`src/hdl/midpoint_ellipse_quadrant_raster_unit_defines.svh`:
```
// Assertion macros for the ellipse raster unit.
`ifndef MIDPOINT_ELLIPSE_QUADRANT_RASTER_UNIT_DEFINES_SVH
`define MIDPOINT_ELLIPSE_QUADRANT_RASTER_UNIT_DEFINES_SVH

// Same-cycle implication, checked out of reset.
`define MEQR_ASSERT_NOW(label, clk, rst_n, ante, cons) \
    label: assert property (@(posedge clk) disable iff (!rst_n) (ante) |-> (cons)) \
        else $error("meqr check failed: same-cycle rule");

// Next-cycle implication, checked out of reset.
`define MEQR_ASSERT_NEXT(label, clk, rst_n, ante, cons) \
    label: assert property (@(posedge clk) disable iff (!rst_n) (ante) |=> (cons)) \
        else $error("meqr check failed: next-cycle rule");

`endif

```
`src/hdl/meqr_pkg.sv`:
```
`timescale 1ns / 1ps
package meqr_pkg;

    // axis saturation and run cap
    localparam logic [4:0] AXIS_MAX  = 5'd31;
    localparam int         RUN_LIMIT = 64;
    localparam int         CNT_W     = 7;

    // shared multiplier operand and product widths
    localparam int MUL_A_W = 13;
    localparam int MUL_B_W = 10;
    localparam int MUL_P_W = MUL_A_W + MUL_B_W;

    // width of incremental terms and decision value
    localparam int TERM_W = 24;
    localparam int DEC_W  = 32;

    typedef struct packed {
        logic                 en;
        logic [MUL_A_W-1:0]   op_a;
        logic [MUL_B_W-1:0]   op_b;
    } mul_req_t;

    typedef enum logic [3:0] {
        ST_IDLE,
        ST_SQ_A,
        ST_SQ_B,
        ST_B_A,
        ST_INIT1,
        ST_REG1,
        ST_X_X,
        ST_B_XX,
        ST_Y_Y,
        ST_A_YY,
        ST_A_B,
        ST_INIT2,
        ST_REG2,
        ST_DONE
    } state_t;

endpackage

```
`src/hdl/meqr_mul.sv`:
```
`timescale 1ns / 1ps
module meqr_mul (
    input  logic                               clk,
    input  meqr_pkg::mul_req_t                 req,
    output logic [meqr_pkg::MUL_P_W-1:0]       prod
);
    import meqr_pkg::*;

    // registered product, loaded only when requested
    always_ff @(posedge clk)
    begin
        if (req.en)
        begin
            prod <= MUL_P_W'(req.op_a) * MUL_P_W'(req.op_b);
        end
    end

endmodule

```
`src/hdl/midpoint_ellipse_quadrant_raster_unit.sv`:
```
`timescale 1ns / 1ps
// Channel   | Ports                                   | Handshake
// ----------+-----------------------------------------+---------------------------------
// command   | semi_axis_x, semi_axis_y                | beat on start && !busy
// pixel     | pixel_x, pixel_y, in_region_two,        | one-cycle beat on pixel_valid,
//           | last_pixel                              | no back-pressure
//
// A command keeps busy high until its run ends; N, its pixel count, is at most 64.
// Setup computes three products, region two entry five more;
// the multiplier is the only one.
// Pixels leave through a hold stage and an output register, so a beat trails its step by both
// registers (the last region one pixel waits out region two entry as well), and
// the last beat (last_pixel = 1) comes out in the first cycle with busy low.
// rst_n is asynchronous and clears the sequencer, counters and strobes.
// The pixel receiver cannot stall; every beat is taken in the cycle it is shown.
module midpoint_ellipse_quadrant_raster_unit (
    input  logic       clk,
    input  logic       rst_n,
    input  logic       start,
    output logic       busy,
    input  logic [4:0] semi_axis_x,
    input  logic [4:0] semi_axis_y,
    output logic       pixel_valid,
    output logic [4:0] pixel_x,
    output logic [5:0] pixel_y,
    output logic       in_region_two,
    output logic       last_pixel
);
    import meqr_pkg::*;

    `include "midpoint_ellipse_quadrant_raster_unit_defines.svh"

    function automatic logic signed [DEC_W-1:0] dx(input logic signed [TERM_W-1:0] v);
        return {{(DEC_W-TERM_W){v[TERM_W-1]}}, v};
    endfunction

    state_t state_reg, state_next;

    logic [4:0]                 a_reg, a_next;
    logic [4:0]                 b_reg, b_next;
    logic [9:0]                 aa_reg, aa_next;
    logic [9:0]                 bb_reg, bb_next;
    logic signed [6:0]          x_reg, x_next;
    logic [6:0]                 y_reg, y_next;
    logic signed [TERM_W-1:0]   ta_reg, ta_next;   // 4*A*y
    logic signed [TERM_W-1:0]   tb_reg, tb_next;   // 4*B*x
    logic signed [DEC_W-1:0]    d_reg, d_next;
    logic [CNT_W-1:0]           n_reg, n_next;

    logic                       pend_valid_reg, pend_valid_next;
    logic [4:0]                 pend_x_reg, pend_x_next;
    logic [5:0]                 pend_y_reg, pend_y_next;
    logic                       pend_r2_reg, pend_r2_next;

    logic                       out_valid_reg, out_valid_next;
    logic [4:0]                 out_x_reg, out_x_next;
    logic [5:0]                 out_y_reg, out_y_next;
    logic                       out_r2_reg, out_r2_next;
    logic                       out_last_reg, out_last_next;

    mul_req_t                   mul_req;
    logic [MUL_P_W-1:0]         mul_q;

    logic                       accept;
    logic                       run_full;
    logic                       slope_hold;
    logic                       x_done;
    logic                       emit;
    logic signed [TERM_W-1:0]   aa_t, bb_t, mul_t;
    logic signed [TERM_W-1:0]   ta_inc, tb_dec;

    meqr_mul u_mul (
        .clk  (clk),
        .req  (mul_req),
        .prod (mul_q)
    );

    assign busy    = (state_reg != ST_IDLE);
    assign accept  = start && !busy;

    assign aa_t    = $signed({{(TERM_W-10){1'b0}}, aa_reg});
    assign bb_t    = $signed({{(TERM_W-10){1'b0}}, bb_reg});
    assign mul_t   = $signed({{(TERM_W-MUL_P_W){1'b0}}, mul_q});
    assign ta_inc  = ta_reg + (aa_t <<< 2);
    assign tb_dec  = tb_reg - (bb_t <<< 2);

    assign run_full   = (n_reg >= CNT_W'(RUN_LIMIT));
    assign slope_hold = (tb_reg > ta_reg);     // 2B*x > 2A*y
    assign x_done     = x_reg[6];              // x has passed 0

    // sequencer
    always_comb
    begin
        state_next = state_reg;
        case (state_reg)
            ST_IDLE:  if (accept) state_next = ST_SQ_A;
            ST_SQ_A:  state_next = ST_SQ_B;
            ST_SQ_B:  state_next = ST_B_A;
            ST_B_A:   state_next = ST_INIT1;
            ST_INIT1: state_next = ST_REG1;
            ST_REG1:
            begin
                if (!slope_hold)
                    state_next = ST_X_X;
                else if (run_full)
                    state_next = ST_DONE;
            end
            ST_X_X:   state_next = ST_B_XX;
            ST_B_XX:  state_next = ST_Y_Y;
            ST_Y_Y:   state_next = ST_A_YY;
            ST_A_YY:  state_next = ST_A_B;
            ST_A_B:   state_next = ST_INIT2;
            ST_INIT2: state_next = ST_REG2;
            ST_REG2:  if (run_full || x_done) state_next = ST_DONE;
            ST_DONE:  state_next = ST_IDLE;
            default:  state_next = ST_IDLE;
        endcase
    end

    // datapath and multiplier control
    always_comb
    begin
        a_next          = a_reg;
        b_next          = b_reg;
        aa_next         = aa_reg;
        bb_next         = bb_reg;
        x_next          = x_reg;
        y_next          = y_reg;
        ta_next         = ta_reg;
        tb_next         = tb_reg;
        d_next          = d_reg;
        n_next          = n_reg;
        mul_req         = '0;
        emit            = 1'b0;
        pend_x_next     = pend_x_reg;
        pend_y_next     = pend_y_reg;
        pend_r2_next    = pend_r2_reg;
        pend_valid_next = pend_valid_reg;
        out_valid_next  = 1'b0;
        out_x_next      = out_x_reg;
        out_y_next      = out_y_reg;
        out_r2_next     = out_r2_reg;
        out_last_next   = out_last_reg;

        case (state_reg)
            ST_IDLE:
            begin
                if (accept)
                begin
                    a_next = (semi_axis_x > AXIS_MAX) ? AXIS_MAX : semi_axis_x;
                    b_next = (semi_axis_y > AXIS_MAX) ? AXIS_MAX : semi_axis_y;
                    n_next = '0;
                end
            end
            ST_SQ_A:
            begin
                mul_req = '{en: 1'b1, op_a: MUL_A_W'(a_reg), op_b: MUL_B_W'(a_reg)};
            end
            ST_SQ_B:
            begin
                aa_next = mul_q[9:0];
                mul_req = '{en: 1'b1, op_a: MUL_A_W'(b_reg), op_b: MUL_B_W'(b_reg)};
            end
            ST_B_A:
            begin
                bb_next = mul_q[9:0];
                mul_req = '{en: 1'b1, op_a: mul_q[MUL_A_W-1:0], op_b: MUL_B_W'(a_reg)};
            end
            ST_INIT1:
            begin
                // the B*A products of the start term cancel: d = 2A - 2B*a + B/2
                d_next  = dx(aa_t <<< 1) - dx(mul_t <<< 1) + dx(bb_t >>> 1);
                tb_next = mul_t <<< 2;
                ta_next = '0;
                x_next  = $signed({2'b00, a_reg});
                y_next  = '0;
            end
            ST_REG1:
            begin
                if (slope_hold && !run_full)
                begin
                    emit         = 1'b1;
                    pend_x_next  = x_reg[4:0];
                    pend_y_next  = y_reg[5:0];
                    pend_r2_next = 1'b0;
                    y_next       = y_reg + 7'd1;
                    ta_next      = ta_inc;
                    if (d_reg[DEC_W-1])
                    begin
                        d_next = d_reg + dx(ta_inc + (aa_t <<< 1));
                    end
                    else
                    begin
                        x_next  = x_reg - 7'sd1;
                        tb_next = tb_dec;
                        d_next  = d_reg + dx(ta_inc - tb_dec + (aa_t <<< 1));
                    end
                end
            end
            ST_X_X:
            begin
                mul_req = '{en: 1'b1, op_a: MUL_A_W'(unsigned'(x_reg)),
                            op_b: MUL_B_W'(unsigned'(x_reg))};
            end
            ST_B_XX:
            begin
                mul_req = '{en: 1'b1, op_a: mul_q[MUL_A_W-1:0], op_b: bb_reg};
            end
            ST_Y_Y:
            begin
                // 2B*x*x + 2B - 4B*x + 2A*y + A/2, the y*y and A*B parts follow
                d_next  = dx(mul_t <<< 1) + dx(bb_t <<< 1) - dx(tb_reg)
                        + dx(ta_reg >>> 1) + dx(aa_t >>> 1);
                mul_req = '{en: 1'b1, op_a: MUL_A_W'(y_reg), op_b: MUL_B_W'(y_reg)};
            end
            ST_A_YY:
            begin
                mul_req = '{en: 1'b1, op_a: mul_q[MUL_A_W-1:0], op_b: aa_reg};
            end
            ST_A_B:
            begin
                d_next  = d_reg + dx(mul_t <<< 1);
                mul_req = '{en: 1'b1, op_a: MUL_A_W'(bb_reg), op_b: aa_reg};
            end
            ST_INIT2:
            begin
                d_next = d_reg - dx(mul_t <<< 1);
            end
            ST_REG2:
            begin
                if (!run_full && !x_done)
                begin
                    emit         = 1'b1;
                    pend_x_next  = x_reg[4:0];
                    pend_y_next  = y_reg[5:0];
                    pend_r2_next = 1'b1;
                    x_next       = x_reg - 7'sd1;
                    tb_next      = tb_dec;
                    if (d_reg[DEC_W-1])
                    begin
                        y_next  = y_reg + 7'd1;
                        ta_next = ta_inc;
                        d_next  = d_reg + dx(ta_inc - tb_dec + (bb_t <<< 1));
                    end
                    else
                    begin
                        d_next = d_reg + dx((bb_t <<< 1) - tb_dec);
                    end
                end
            end
            ST_DONE:
            begin
                // flush the held pixel as the final beat
                out_valid_next  = pend_valid_reg;
                out_x_next      = pend_x_reg;
                out_y_next      = pend_y_reg;
                out_r2_next     = pend_r2_reg;
                out_last_next   = 1'b1;
                pend_valid_next = 1'b0;
            end
            default:
            begin
                mul_req = '0;
            end
        endcase

        if (emit)
        begin
            // a new pixel pushes the held one out, which is then not the last
            n_next          = n_reg + CNT_W'(1);
            out_valid_next  = pend_valid_reg;
            out_x_next      = pend_x_reg;
            out_y_next      = pend_y_reg;
            out_r2_next     = pend_r2_reg;
            out_last_next   = 1'b0;
            pend_valid_next = 1'b1;
        end
    end

    // control state
    always_ff @(posedge clk or negedge rst_n)
    begin
        if (!rst_n)
        begin
            state_reg      <= ST_IDLE;
            n_reg          <= '0;
            pend_valid_reg <= 1'b0;
            out_valid_reg  <= 1'b0;
        end
        else
        begin
            state_reg      <= state_next;
            n_reg          <= n_next;
            pend_valid_reg <= pend_valid_next;
            out_valid_reg  <= out_valid_next;
        end
    end

    // payload
    always_ff @(posedge clk)
    begin
        a_reg        <= a_next;
        b_reg        <= b_next;
        aa_reg       <= aa_next;
        bb_reg       <= bb_next;
        x_reg        <= x_next;
        y_reg        <= y_next;
        ta_reg       <= ta_next;
        tb_reg       <= tb_next;
        d_reg        <= d_next;
        pend_x_reg   <= pend_x_next;
        pend_y_reg   <= pend_y_next;
        pend_r2_reg  <= pend_r2_next;
        out_x_reg    <= out_x_next;
        out_y_reg    <= out_y_next;
        out_r2_reg   <= out_r2_next;
        out_last_reg <= out_last_next;
    end

    assign pixel_valid   = out_valid_reg;
    assign pixel_x       = out_x_reg;
    assign pixel_y       = out_y_reg;
    assign in_region_two = out_r2_reg;
    assign last_pixel    = out_last_reg;

    // a beat outside a command can only be the closing one
    `MEQR_ASSERT_NOW(a_idle_beat_is_last, clk, rst_n, pixel_valid && !busy, last_pixel)
    // an accepted command holds the unit busy
    `MEQR_ASSERT_NEXT(a_accept_sets_busy, clk, rst_n, accept, busy)
    // nothing follows the closing beat directly
    `MEQR_ASSERT_NEXT(a_last_then_quiet, clk, rst_n, pixel_valid && last_pixel, !pixel_valid)
    // the run counter never passes the cap
    `MEQR_ASSERT_NOW(a_run_capped, clk, rst_n, busy, n_reg <= CNT_W'(RUN_LIMIT))

endmodule

```
`config.mk`:
```
export PLATFORM = sky130hd
export DESIGN_NAME = midpoint_ellipse_quadrant_raster_unit
export DESIGN_NICKNAME = d
export VERILOG_FILES = /design/src/hdl/meqr_pkg.sv /design/src/hdl/meqr_mul.sv /design/src/hdl/midpoint_ellipse_quadrant_raster_unit.sv
export VERILOG_INCLUDE_DIRS = /design/src /design/src/hdl
export SDC_FILE = /design/constraint.sdc
export NUM_CORES = 1
export LEC_CHECK = 0
export BUFFER_PORTS_ARGS = -buffer_cell sky130_fd_sc_hd__buf_2
export CORE_MARGIN = 8
export CORE_UTILIZATION = 30
export CTS_CLUSTER_SIZE = 24
export DETAILED_ROUTE_END_ITERATION = 10
export PLACE_DENSITY_LB_ADDON = 0.05
export SLEW_MARGIN = 5
export SYNTH_ARGS = -nofsm -noshare
export SYNTH_HDL_FRONTEND = slang
export SYNTH_HIERARCHICAL = 1
export SYNTH_SLANG_ARGS = --single-unit
```
`constraint.sdc`:
```
create_clock -name clk -period 12.4 [get_ports clk]
set_clock_uncertainty 0.05 [all_clocks]
set_input_delay 3.72 -clock clk [delete_from_list [all_inputs] [get_ports clk]]
set_output_delay 3.72 -clock clk [all_outputs]
set_load 0.05 [all_outputs]
```
# Word-level counts from Yosys, hierarchy flattened
# Cells that the tools add are included.
[word_totals]
reg_bits = 185
latchBits = 0
ramBits = 0
mem_bits_ro = 0
input_bits = 13
out_inout_bits = 15
word_cells = 142
mem_count = 0
[op_classes]
n_addsub = 22
mul = 1
div = 0
n_lt_le_gt_ge = 4
n_eq_ne = 20
n_shift = 0
muxes = 52
n_bitwise = 0
n_reduce_logical = 22
[ops]
columns = ["operator", "n"]
rows = [
  ["$pmux 24 s8", 1],
  ["$pmux 32 s6", 1],
  ["$add 32x24->32", 5],
  ["$mux 24", 6],
  ["$pmux 24 s3", 2],
  ["$mux 32", 4],
  ["$add 24x12->24", 3],
  ["$mux 7", 9],
  ["$pmux 4 s13", 1],
  ["$pmux 7 s3", 2],
  ["$sub 32x24->32", 1],
  ["$add 27x10->28", 1],
  ["$add 26x23->27", 1],
  ["$add 25x10->26", 1],
  ["$sub 25x24->26", 1],
  ["$add 24x12->25", 1],
  ["$sub 12x24->25", 1],
  ["$add 24x13->24", 1],
  ["$eq 4x4->1 const B", 6],
  ["$gt 24x24->1", 1],
  ["$mux 6", 4],
  ["$sub 12x24->24", 1],
  ["$sub 24x13->24", 1],
  ["$sub 24x24->24", 1],
  ["other kinds (27)", 65],
]

# Logic depth before layout (Yosys ltp)
# Gate-level depths: netlist (run 1).
[depth]
word_depth = 7
ltp_mapped = 38
mapped_depth_nobuf = 38

# By module
# The synthesis (run 1) kept the hierarchy.
[by_module_without_submodules]
columns = ["module", "instances", "cells_each", "area_each_um2", "seq_area_each_um2"]
rows = [
  ["midpoint_ellipse_quadrant_raster_unit", 1, 2305, 19698.9, 4639.4],
  ["meqr_mul", 1, 501, 4903.5, 690.7],
]

# Worst setup path after synthesis (run 1)
# Ideal clock, no wire load.
[synth_timing]
path_type = "register -> register"
start = "reg bb_reg[1]"
end = "reg d_reg[31], data pin"
setup_time_ns = 0.263
t_arrival_ns = 7.405
required_time_ns = 12.087
setup_slack_ns = 4.682
stages_incl_launch_ff = 35
path_buffers = 0
synth_period_minus_slack_ns = 7.718
path_cell_list = "edfxtp_1 > inv_1 > ha_1 > nor2b_1 > o31ai_1 > a21oi_1 > o21a_1 > o21ai_0 > a21oi_1 > or2_2 > ha_1 > inv_1 > or2_2 > inv_1 > a221o_1 > o22ai_1 > and3_1 > o31a_1 > nand4_1 > or3_1 > nor3_1 > nand2_1 > xnor3_1 > o21ai_1 > ha_1 > or3_1 > o21ai_0 > a21oi_1 > a211oi_1 > o21ai_0 > a31oi_1 > xnor2_1 > or4_1 > nor3b_1 > nor3b_2"
[synth_between]
elab_chain_cells = 7
word_cells_on_any_way = 18
cone_classes = "13 x add/sub; 5 x mux"
[synth_rtl]
columns = ["item", "line", "text"]
rows = [
  ["start: declaration", "midpoint_ellipse_quadrant_raster_unit.sv:42", "logic [9:0] bb_reg, bb_next;"],
  ["start signal: assignment", "midpoint_ellipse_quadrant_raster_unit.sv:305", "bb_reg <= bb_next;"],
  ["$sub 24x13->24", "midpoint_ellipse_quadrant_raster_unit.sv:85", "assign tb_dec = tb_reg - (bb_t <<< 2);"],
  ["$sub 24x24->24", "midpoint_ellipse_quadrant_raster_unit.sv:196, midpoint_ellipse_quadrant_raster_unit.sv:243", ""],
  ["$add 24x12->24 (on tied branches)", "midpoint_ellipse_quadrant_raster_unit.sv:243, midpoint_ellipse_quadrant_raster_unit.sv:196", ""],
  ["$add 32x24->32 (on tied branches)", "midpoint_ellipse_quadrant_raster_unit.sv:243, midpoint_ellipse_quadrant_raster_unit.sv:196", ""],
  ["$mux 32 (on tied branches)", "midpoint_ellipse_quadrant_raster_unit.sv:239, midpoint_ellipse_quadrant_raster_unit.sv:188", ""],
  ["$mux 32 (on tied branches)", "midpoint_ellipse_quadrant_raster_unit.sv:231, midpoint_ellipse_quadrant_raster_unit.sv:180", ""],
  ["$pmux 32 s6 *", "midpoint_ellipse_quadrant_raster_unit.sv:145", "case (state_reg)"],
  ["via d_next[31]", "midpoint_ellipse_quadrant_raster_unit.sv:47", "logic signed [DEC_W-1:0] d_reg, d_next;"],
  ["end signal: assignment", "midpoint_ellipse_quadrant_raster_unit.sv:310", "d_reg <= d_next;"],
  ["end: declaration", "midpoint_ellipse_quadrant_raster_unit.sv:47", ""],
]
# Mark *: on every way through the listed nets, which the timed path passes. The rest lies on a longest branch. The select of a mux whose other input is x is not followed.
# A chain may end at the register's enable or synchronous reset.

# Worst setup path in the final report (run 1)
# Ends and elaborated chain as after synthesis.

==> results of run 1 <==
[routing by layer]
metal,GRT usage (%),up-vias,wire [µm],share of wire [%]
met3,2.41,88,2820,3.4
met4,6.36,0,2820,3.3
met1,23.5,9897,37500,45
met5,0,-,0,0
li1,-,9948,-,-
met2,31.9,397,41000,49
[worst paths after layout]
path                                from      endpoint  slack (ns)  cells past startpoint
max                            bb_reg[1]     d_reg[31]        2.95                     31
min reg2reg                pend_y_reg[2]    pixel_y[2]        0.38                      0
min                        pend_y_reg[2]    pixel_y[2]        0.38                      0
min in group asynchronous          rst_n  state_reg[2]        3.07                      1
max in group asynchronous          rst_n      n_reg[4]        8.94                      1
max reg2reg                    bb_reg[1]     d_reg[31]        2.95                     31
[layout make-up]
cell class                      count  area, µm²
Sequential cell                   180       5330
Clock inverter                     15        218
Fill cell                        8492      55000
Multi-Input combinational cell   2259      17900
Inverter                          273       1020
Timing Repair Buffer               54        338
Clock buffer                       17        425
Tap cell                         1070       1340
[Yosys cell counts (22+ instances only)]
cell type  number  share of area, %
nand2_1       240               3.7
fa_1          144                12
o21a_1         30              0.92
clkbuf_1       81               1.2
inv_1         273               4.2
a21o_1         64               2.0
edfxtp_1      166                20
nor2_1        185               2.8
nand2b_1       32              0.81
ha_1          282                14
or3_1          28              0.71
xor2_1         76               2.7
o21ai_0       148               3.0
and3_1         22              0.56
nor3_1         50               1.0
and2_1        100               2.5
a211oi_1       29              0.88
nor2b_1        33              0.84
a21oi_1       199               4.0
nand4_1        24              0.61
nand3_1        48              0.98
xnor2_1       159               5.7
[metrics by stage]
step	utilization, %	cell area [µm²]
2_1_floorplan	-	24600
3_3_place_gp	31.8	26000
3_5_place_dp	31.8	26000
4_1_cts	32.6	26600
5_1_grt	32.6	26600
6_report	32.6	26600
[cells by family (layout without fill, tap and decap cells)]
kind of cell,after synthesis,count (layout),share of synthesized area (%)
AOI/OAI and AO/OA,727,727,19.7
xor gates and xnor gates,237,237,8.55
muxes,24,24,1.03
buffers and inverters,371,359,5.74
adders and majority gates,427,427,26.1
and+or+nand+nor,838,838,17.2
other,2,6,0.0305
DFF,180,180,21.7
==> flow_metrics.env, run 1 <==
export IMPL_status="finished, final reports clean"
export IMPL_fin_worst_hold_slack_ns=0.378
export IMPL_synth_seq_cells=180
export IMPL_routed_via_density=5.26
export IMPL_pin_count=28
export IMPL_maxCapViolCount=0
export IMPL_antenna_found_initial=1
export IMPL_fp_row_count=105
export IMPL_final_setup_tns_ns=0
export IMPL_rsz0062_at_grt="false"
export IMPL_first_global_vias=20600
export IMPL_post_place_ws_ns=3.14
export IMPL_portBuffers=27
export IMPL_max_stage_delay_ns=0.72
export IMPL_maxSlewHeadroom_pct=20.2
export IMPL_synth_ff_type="edfxtp_1"
export IMPL_ys_warn_count=6
export IMPL_grt_pass1_wl_mm=128
export IMPL_die_area_um2=91400
export IMPL_cts_tree="yes"
export IMPL_diodes=0
export IMPL_cts_sinks=180
export IMPL_syn_area_per_cell_um2=8.77
export IMPL_crit_family="compound AO/OA/AOI/OAI gates"
export IMPL_path_max_fanout=8
export IMPL_synth_cell_types=104
export IMPL_drt_total_wl_mm=84.2
export IMPL_cts_resized=0
export IMPL_synth_seq_area_share_pct=21.7
export IMPL_first_iter_violations=1347
export IMPL_gp_congestion=0.840
export IMPL_synth_edff_count=166
export IMPL_setup_slack_ns=2.95
export IMPL_cts_hold_buf=0
export IMPL_syn_instance_count=2806
export IMPL_track_usage_pct=18.4
export IMPL_drc=0
export IMPL_cp_required_ns=12.60
export IMPL_hold_class="register to register"
export IMPL_wl_per_cell_um=21.8
export IMPL_dp_cells=3836
export IMPL_die_h_um=302
export IMPL_report_final_slew_viol_count=0
export IMPL_max_freq_ghz=0.106
export IMPL_start_util_pct=30.2
export IMPL_clk_latency_ns=0.51
export IMPL_final_layout_size_suffix_gt1_share_pct=5.68
export IMPL_fp_coreArea_um2=81600
export IMPL_finalCriticalPeriod_ns=9.45
export IMPL_fin_crit_sh_pct=76.2
export IMPL_fin_nets=3224
export IMPL_syn_to_final_growth_pct=8.14
export IMPL_chipWidth_um=302
export IMPL_grt_ovfl_total=0
export IMPL_crit_type="register to register"
export IMPL_grt_max_degree=60
export IMPL_hold_viol_final=0
export IMPL_htree_levels=4
export IMPL_largest_reg_flops=31
export IMPL_path_clk_slew_ns=0.09
export IMPL_crit_arrival_ns=9.65
export IMPL_slowest_stage="a21oi_1"
export IMPL_layout_common_cells="ha_1 (282), inv_1 (273), nand2_1 (240), a21oi_1 (196), nor2_1 (184)"
export IMPL_postRouteAntennaNets=0
export IMPL_cp_start_kind="register"
export IMPL_postCtsSetupBuffers=0
export IMPL_netlist_area_um2=24600
export IMPL_mostFrequentLayoutCell="ha_1"
export IMPL_clockBufferDepth=2
export IMPL_worstMarginPinSlew_ns=1.20
export IMPL_end_kind="register"
export IMPL_root_buffer="clkbuf_16"
export IMPL_vias=20300
export IMPL_path_buf_inv=3
export IMPL_hpwl_mm=68.2
export IMPL_async_reset_ff_share_pct=7.22
export IMPL_setup_viol=0
export IMPL_final_cells=3868
export IMPL_cts_buffers=17
export IMPL_dr_pass1_iters=5
Power of run 1 is not shown: default switching activity piles up to over one toggle a cycle in this logic, so the estimate is an artifact.
==> inputs of run 2 (changes only) <==
clock period = 9.2 ns   (was 12.4 ns; I/O delays follow)
==> flow_metrics.env, run 2 (same netlist as run 1, synthesis figures left out) <==
export IMPL_status="finished, final reports clean"
export IMPL_fin_crit_sh_pct=95.1
export IMPL_syn_to_final_growth_pct=9.30
export IMPL_antenna_found_initial=0
export IMPL_start_util_pct=30.2
export IMPL_clockBufferDepth=2
export IMPL_fillers=8571
export IMPL_largest_reg_flops=31
export IMPL_wl_per_cell_um=22.0
export IMPL_drc=0
export IMPL_hold_viol_final=0
export IMPL_grt_ovfl_total=0
export IMPL_crit_arrival_ns=8.95
export IMPL_slowest_stage="or4_1"
export IMPL_final_setup_tns_ns=0
export IMPL_hpwl_mm=70.2
export IMPL_diodes=0
export IMPL_fin_worst_hold_slack_ns=0.378
export IMPL_layout_common_cells="ha_1 (282), inv_1 (273), nand2_1 (240), a21oi_1 (195), nor2_1 (184)"
export IMPL_cp_start_kind="register"
export IMPL_cts_tree="yes"
export IMPL_routed_via_density=5.26
export IMPL_drt_total_wl_mm=85.9
export IMPL_max_freq_ghz=0.114
export IMPL_path_buf_inv=3
export IMPL_crit_family="compound AO/OA/AOI/OAI gates"
export IMPL_cts_sinks=180
export IMPL_root_buffer="clkbuf_16"
export IMPL_report_final_slew_viol_count=0
export IMPL_cts_buffers=17
export IMPL_r2r_start="bb_reg[1]"
export IMPL_clk_latency_ns=0.52
export IMPL_postRouteAntennaNets=0
export IMPL_hold_class="register to register"
export IMPL_path_max_fanout=6
export IMPL_chipWidth_um=302
export IMPL_vias=20500
export IMPL_htree_levels=4
export IMPL_setup_viol=0
export IMPL_path_clk_slew_ns=0.10
export IMPL_first_global_vias=20600
export IMPL_portBuffers=27
export IMPL_final_core_util_pct=33.0
export IMPL_mostFrequentLayoutCell="ha_1"
export IMPL_cp_required_ns=9.41
export IMPL_crit_type="register to register"
export IMPL_fp_coreArea_um2=81600
export IMPL_fin_nets=3260
export IMPL_end_kind="register"
export IMPL_die_h_um=302
export IMPL_first_iter_violations=1256
export IMPL_finalCriticalPeriod_ns=8.74
export IMPL_gp_congestion=0.871
export IMPL_die_area_um2=91400
export IMPL_maxCapViolCount=0
export IMPL_cpMostUsedCell="a21oi_1"
export IMPL_cts_hold_buf=0
export IMPL_grt_max_degree=59
export IMPL_grt_pass1_wl_mm=130
export IMPL_maxSlewHeadroom_pct=20.8
export IMPL_worstMarginPinSlew_ns=1.18
export IMPL_track_usage_pct=18.7
export IMPL_dr_pass1_iters=5
export IMPL_pin_count=28
export IMPL_final_layout_size_suffix_gt1_share_pct=6.95
export IMPL_fp_row_count=105
export IMPL_hp_start="pend_x_reg[3]"
export IMPL_startpoint="bb_reg[1]"
export IMPL_max_stage_delay_ns=0.53
==> run 2: worst reg2reg max path, delay by kind of cell, from the launching register on <==
family,cells,cell delay [ns]
AO/OA/AOI/OAI,14,3.69
buffers and inverters,3,0.27
flip-flops,1,0.40
AND/OR/NAND/NOR,11,2.62
XOR/XNOR,3,0.47
adder cells (fa/ha/maj),3,0.98
==> run 2: final cells by class <==
cell class	instances	area, µm²	share of cell area (%)
timing repair buffer	90	608	2.26
inverter	273	1020	3.81
tap	1070	1340	4.98
multi-input combinational	2259	18000	66.8
clock inverter	15	210	0.782
sequential	180	5330	19.8
clock buffer	17	425	1.58
==> run 2: what timing repair did <==
item	4_1_cts	5_1_grt
buffers inserted	0	0
setup endpoints to repair	0	2
gates resized for setup	0	5
==> run 2: metal layers <==
metal	global-route usage [%]	part of all wire, %
met1	24.0	46
met3	1.92	2.6
met2	33.2	49
met5	0	0
met4	5.20	2.3
==> run 2: path summary, 6_finish.rpt <==
kind                       cells after the start  slack, ns          to
max                                           34       0.46   d_reg[31]
min                                            0       0.38  pixel_x[3]
max reg2reg                                   34       0.46   d_reg[31]
min reg2reg                                    0       0.38  pixel_x[3]
max in group asynchronous                      1       6.73    n_reg[6]
min in group asynchronous                      1       2.09    n_reg[4]
==> run 2: per-stage QoR <==
step | instance area (µm²) | cells | setup slack [ns]
2_1_floorplan | 24600 | 2810 | 1.48
3_3_place_gp | 26200 | 3872 | 0.169
3_5_place_dp | 26200 | 3872 | 0.246
4_1_cts | 26900 | 3904 | 0.204
5_1_grt | 26900 | 3904 | -0.0191
6_report | 26900 | 3904 | 0.455
Power of run 2 is left out for the same reason.
